File: src/hw/rtl/pgmap_pkg.sv
`default_nettype none

package pgmap_pkg;

    localparam int VA_W         = 48;
    localparam int FRAME_W      = 40;
    localparam int ENTRY_W      = 52;
    localparam int IDX_W        = 9;
    localparam int PAGE_SHIFT   = 12;
    localparam int LEVELS       = 4;
    localparam int ENT_PRESENT  = 0;
    localparam int ENT_WRITABLE = 1;

    localparam int POOL_PAGES_DEF = 16;

    typedef enum logic [1:0] {
        ST_MAPPED    = 2'd0,
        ST_EXHAUSTED = 2'd1,
        ST_OUTSIDE   = 2'd2
    } status_t;

    typedef struct packed {
        logic [VA_W-1:0]    virtual_address;
        logic [FRAME_W-1:0] physical_frame;
    } in_item_t;

    typedef struct packed {
        logic [1:0]         status;
        logic [1:0]         tables_taken;
        logic [ENTRY_W-1:0] leaf_entry;
    } out_item_t;

    // Present, writable entry pointing at the given frame.
    function automatic logic [ENTRY_W-1:0] make_entry(input logic [FRAME_W-1:0] frame);
        logic [ENTRY_W-1:0] e;
        e = '0;
        e[ENTRY_W-1:PAGE_SHIFT] = frame;
        e[ENT_PRESENT] = 1'b1;
        e[ENT_WRITABLE] = 1'b1;
        return e;
    endfunction

endpackage

`default_nettype wire

File: src/hw/rtl/pgmap_outbuf.sv
`default_nettype none

module pgmap_outbuf (
    input  wire logic                 clk,
    input  wire logic                 rst_n,
    input  wire logic                 res_valid,
    output logic                      res_ready,
    input  wire pgmap_pkg::out_item_t res_data,
    output logic                      out_valid,
    input  wire logic                 out_stall,
    output pgmap_pkg::out_item_t      out_data
);

    logic                 valid_reg;
    logic                 valid_next;
    pgmap_pkg::out_item_t data_reg;
    pgmap_pkg::out_item_t data_next;

    // The slot can take a new beat when it is empty or is being emptied now.
    assign res_ready = !valid_reg || !out_stall;

    always_comb
    begin
        valid_next = valid_reg;
        data_next  = data_reg;
        if (res_ready)
        begin
            valid_next = res_valid;
            if (res_valid)
            begin
                data_next = res_data;
            end
        end
    end

    always_ff @(posedge clk or negedge rst_n)
    begin
        if (!rst_n)
        begin
            valid_reg <= 1'b0;
        end
        else
        begin
            valid_reg <= valid_next;
        end
    end

    always_ff @(posedge clk)
    begin
        data_reg <= data_next;
    end

    assign out_valid = valid_reg;
    assign out_data  = data_reg;

endmodule

`default_nettype wire

File: config.mk
export PLATFORM = sky130hd
export DESIGN_NAME = pgmap_outbuf
export DESIGN_NICKNAME = d
export VERILOG_FILES = /design/src/hw/rtl/pgmap_pkg.sv /design/src/hw/rtl/pgmap_outbuf.sv
export SDC_FILE = /design/constraint.sdc
export NUM_CORES = 1
export LEC_CHECK = 0
export CAP_MARGIN = 25
export CORE_UTILIZATION = 50
export DETAILED_ROUTE_END_ITERATION = 8
export DONT_BUFFER_PORTS = 1
export MAX_ROUTING_LAYER = met4
export PLACE_DENSITY = 0.7
export SLEW_MARGIN = 20
export SYNTH_ARGS = -nofsm -noshare
export SYNTH_HDL_FRONTEND = slang
export SYNTH_SLANG_ARGS = --single-unit
File: constraint.sdc
create_clock -name clk -period 5.4 [get_ports clk]
set_clock_uncertainty 0.2 [all_clocks]
set_input_delay 0.54 -clock clk [delete_from_list [all_inputs] [get_ports clk]]
set_output_delay 0.54 -clock clk [all_outputs]
set_load 0.1 [all_outputs]
==> results by group <==
Outcome
  – Outcome: finished, final reports clean

Synthesis
  – Adder-Cell Fraction of Synth Area: 0%
  – Post-Syn Instances: 60
  – Largest family of logic cells by synthesized area: compound AO/OA/AOI/OAI gates
  – Top post-synthesis cells by count: edfxtp_1, a21boi_2, a21o_1, dfrtp_1, nand2_1
  – Synth top area share: 97.3%
  – Syn Nets: 120
  – Cell type with the highest aggregate area in the netlist: edfxtp_1
  – Most frequent cell after synthesis: edfxtp_1
  – Multiplexer area fraction after synthesis: 0%
  – Main synth FF type: edfxtp_1
  – Yosys warning count: 0
  – Synth cell types: 5
  – Ys async rst share: approximately 1.8%
  – FF+latch count, synth: 57
  – Synth Area in Simple Gates: 0.217%
  – Cell area after synthesis: 1730 um2
  – Post-synth EDFFs: 56
  – Sequential share of the synthesized area: 98.7%
  – Post-synthesis compound-gate area fraction: between 1 and 1.5%
  – Syn Area/Cell: approximately 29 um2
  – Leading cell types by total area after synthesis: edfxtp_1, dfrtp_1, a21boi_2
  – XOR/XNOR share of the synthesized area: 0%

Final layout
  – Inserted Diodes: 0
  – Area Overhead vs Synth: 10.3%
  – Fill cell count: 224
  – Final Net Count: 133
  – Layout cells sized above 1: 17.9%

STA
  – Tmin final: 2.97 ns
  – Measured slew at the worst slew-check pin: 1.01 ns
  – Setup TNS: 0 ns
  – Fin. Hold Viols: 0
  – Finish-stage setup viols: 0
  – Max Clock Freq: 336 MHz
  – RSZ-0062 raised after global routing: false
  – Rel. slew slack: 32.4%
  – Final Slew Violations: 0
  – Final period util: between 50% and 60%

Route
  – Drt drc: 0
  – Iter 0 DRT Violations: 37
  – Vias per cell: 5.39
  – Drt pass-1 iters: 3
  – Routed Antenna Nets: 0
  – Routed length per placed instance: 19.9 um
  – Via count: between 600 and 700
  – Post-Route WL: 2430 um

Clock network
  – Worst-path clk slew: 0.08 ns
  – CTS Hold Buffers Added: 1
  – Post-CTS Resized: 0
  – CTS root buf: clkbuf_4
  – Clock buffer depth: 2
  – CTS tree: yes
  – Setup Fix Bufs, Post-CTS: 0
  – Worst-Skew Late Latency: 0.37 ns
  – H-tree lvl count: 3
  – Cts bufs inserted: 9
  – Clock sink count: 57

Floorplanning
  – Io pins: 118
  – Die Span Y: 60.8 um
  – Core footprint: 3180 um2
  – Row count: 20
  – Die X-Extent: 60.8 um
  – DIE AREA: between 3000 and 4000 um2
  – Starting Density: 54.4%

Critical path
  – Crit. path cell count: 1
  – Worst Setup Path Type: flip-flop to output pin
  – R2R cell count: 2
  – Startpoint Class: flip-flop
  – Worst setup path end: res_ready
  – CP Buf/Inv Count: 0
  – CP top delay family: flip-flops
  – Critical-path cell list: nand2_1
  – Worst r2r src: out_valid
  – Crit path from: out_valid
  – Worst path slowest cell: dfrtp_1
  – Largest stage delay, worst path: slightly above 1 ns
  – FF-to-FF End: out_data[29]
  – CP Capture Type: output pin
  – Worst reg2reg setup slack: 2.77 ns
  – Critical path arrival: 2.23 ns
  – Worst Path Required: about 4.7 ns
  – Worst-path fanout max: 4

Global routing
  – Initial antenna violation count: 0
  – Global route total overflow: 0
  – First-pass GRT wire length: between 2000 and 3000 um
  – Vias in the first global route: 616
  – GRT Total Usage: 13.6%
  – Largest net degree at the start of global routing: 31

Min path
  – Hold-critical path depth: 1
  – Worst Hold Launch: res_valid
  – Worst Hold Class: primary input to flip-flop

Flow run
  – MaxCap Viol Count: 0

Power
  – Max VDD drop: 227 uV
  – Leak pwr: 0.629 nW
  – PD cells: between 400 and 500 nW/um2
  – Total Power: 930 uW

Placed design
  – Port bufs: 0
  – Gpl congestion: around 0.73
-- how the worst min path moves through the flow --
stage              endpoint  slack [ns]
2_1_floorplan     out_valid        0.04
3_3_place_gp      out_valid        0.04
3_5_place_dp      out_valid        0.04
4_1_cts        out_data[17]        0.03
5_1_grt        out_data[53]        0.02
6_report          out_valid        0.05
-- flip-flops by register name, indices dropped and copies added (netlist names) --
name and cells:
out_data 56, out_valid 1
-- metal layers --
metal  track usage (%)  wire length [um]  up-vias
li1                  -                 -      271
met1              12.2               799      300
met2              18.1              1200       79
met3              8.74               370        7
met4              14.6                61        0
met5                 -                 0        -
-- layout make-up --
class	count	area (um2)	share of cell area, %
clock buffers	11	75.1	3.94
clock inverters	5	22.5	1.18
multi-input cells	3	30.0	1.57
flip-flops and latches	57	1710	89.5
well taps	44	55.1	2.89
repair buffers	2	17.5	0.919
-- where the power goes --
part,switching (mW),total [mW],internal (mW),leakage [nW]
Sequential,0.176,0.693,0.517,0.544
Clock,0.132,0.221,0.0897,0.0586
Combinational,0.0139,0.0163,0.00238,0.0259
Total,0.321,0.930,0.609,0.629
-- logic make-up after synthesis --
| kind of cell | count (synthesis) |
|---|---|
| flip-flops | 57 |
| AO/OA/AOI/OAI | 2 |
| AND/OR/NAND/NOR | 1 |
-- stage by stage --
stage | worst slack (ns) | hold slack (ns) | std cells | utilization, % | area, um2
after floorplan | 2.32 | 0.0444 | 60 | - | 1730
after global placement | 2.81 | 0.0445 | 105 | 56.6 | 1800
after detailed placement | 2.74 | 0.0445 | 105 | 56.6 | 1800
after CTS | 2.39 | 0.0261 | 122 | 60.0 | 1910
after global routing | 2.36 | 0.0173 | 122 | 60.0 | 1910
final | 2.43 | 0.0548 | 122 | 60.0 | 1910
-- layout by cell type, fill, tap and decap left out, drive strengths merged --
| master | n |
|---|---|
| a21boi | 1 |
| a21o | 1 |
| buf | 1 |
| clkbuf | 11 |
| clkinv | 5 |
| dfrtp | 1 |
| dlygate4sd3 | 1 |
| edfxtp | 56 |
| nand2 | 1 |
Power figures use the tool's default switching activity.
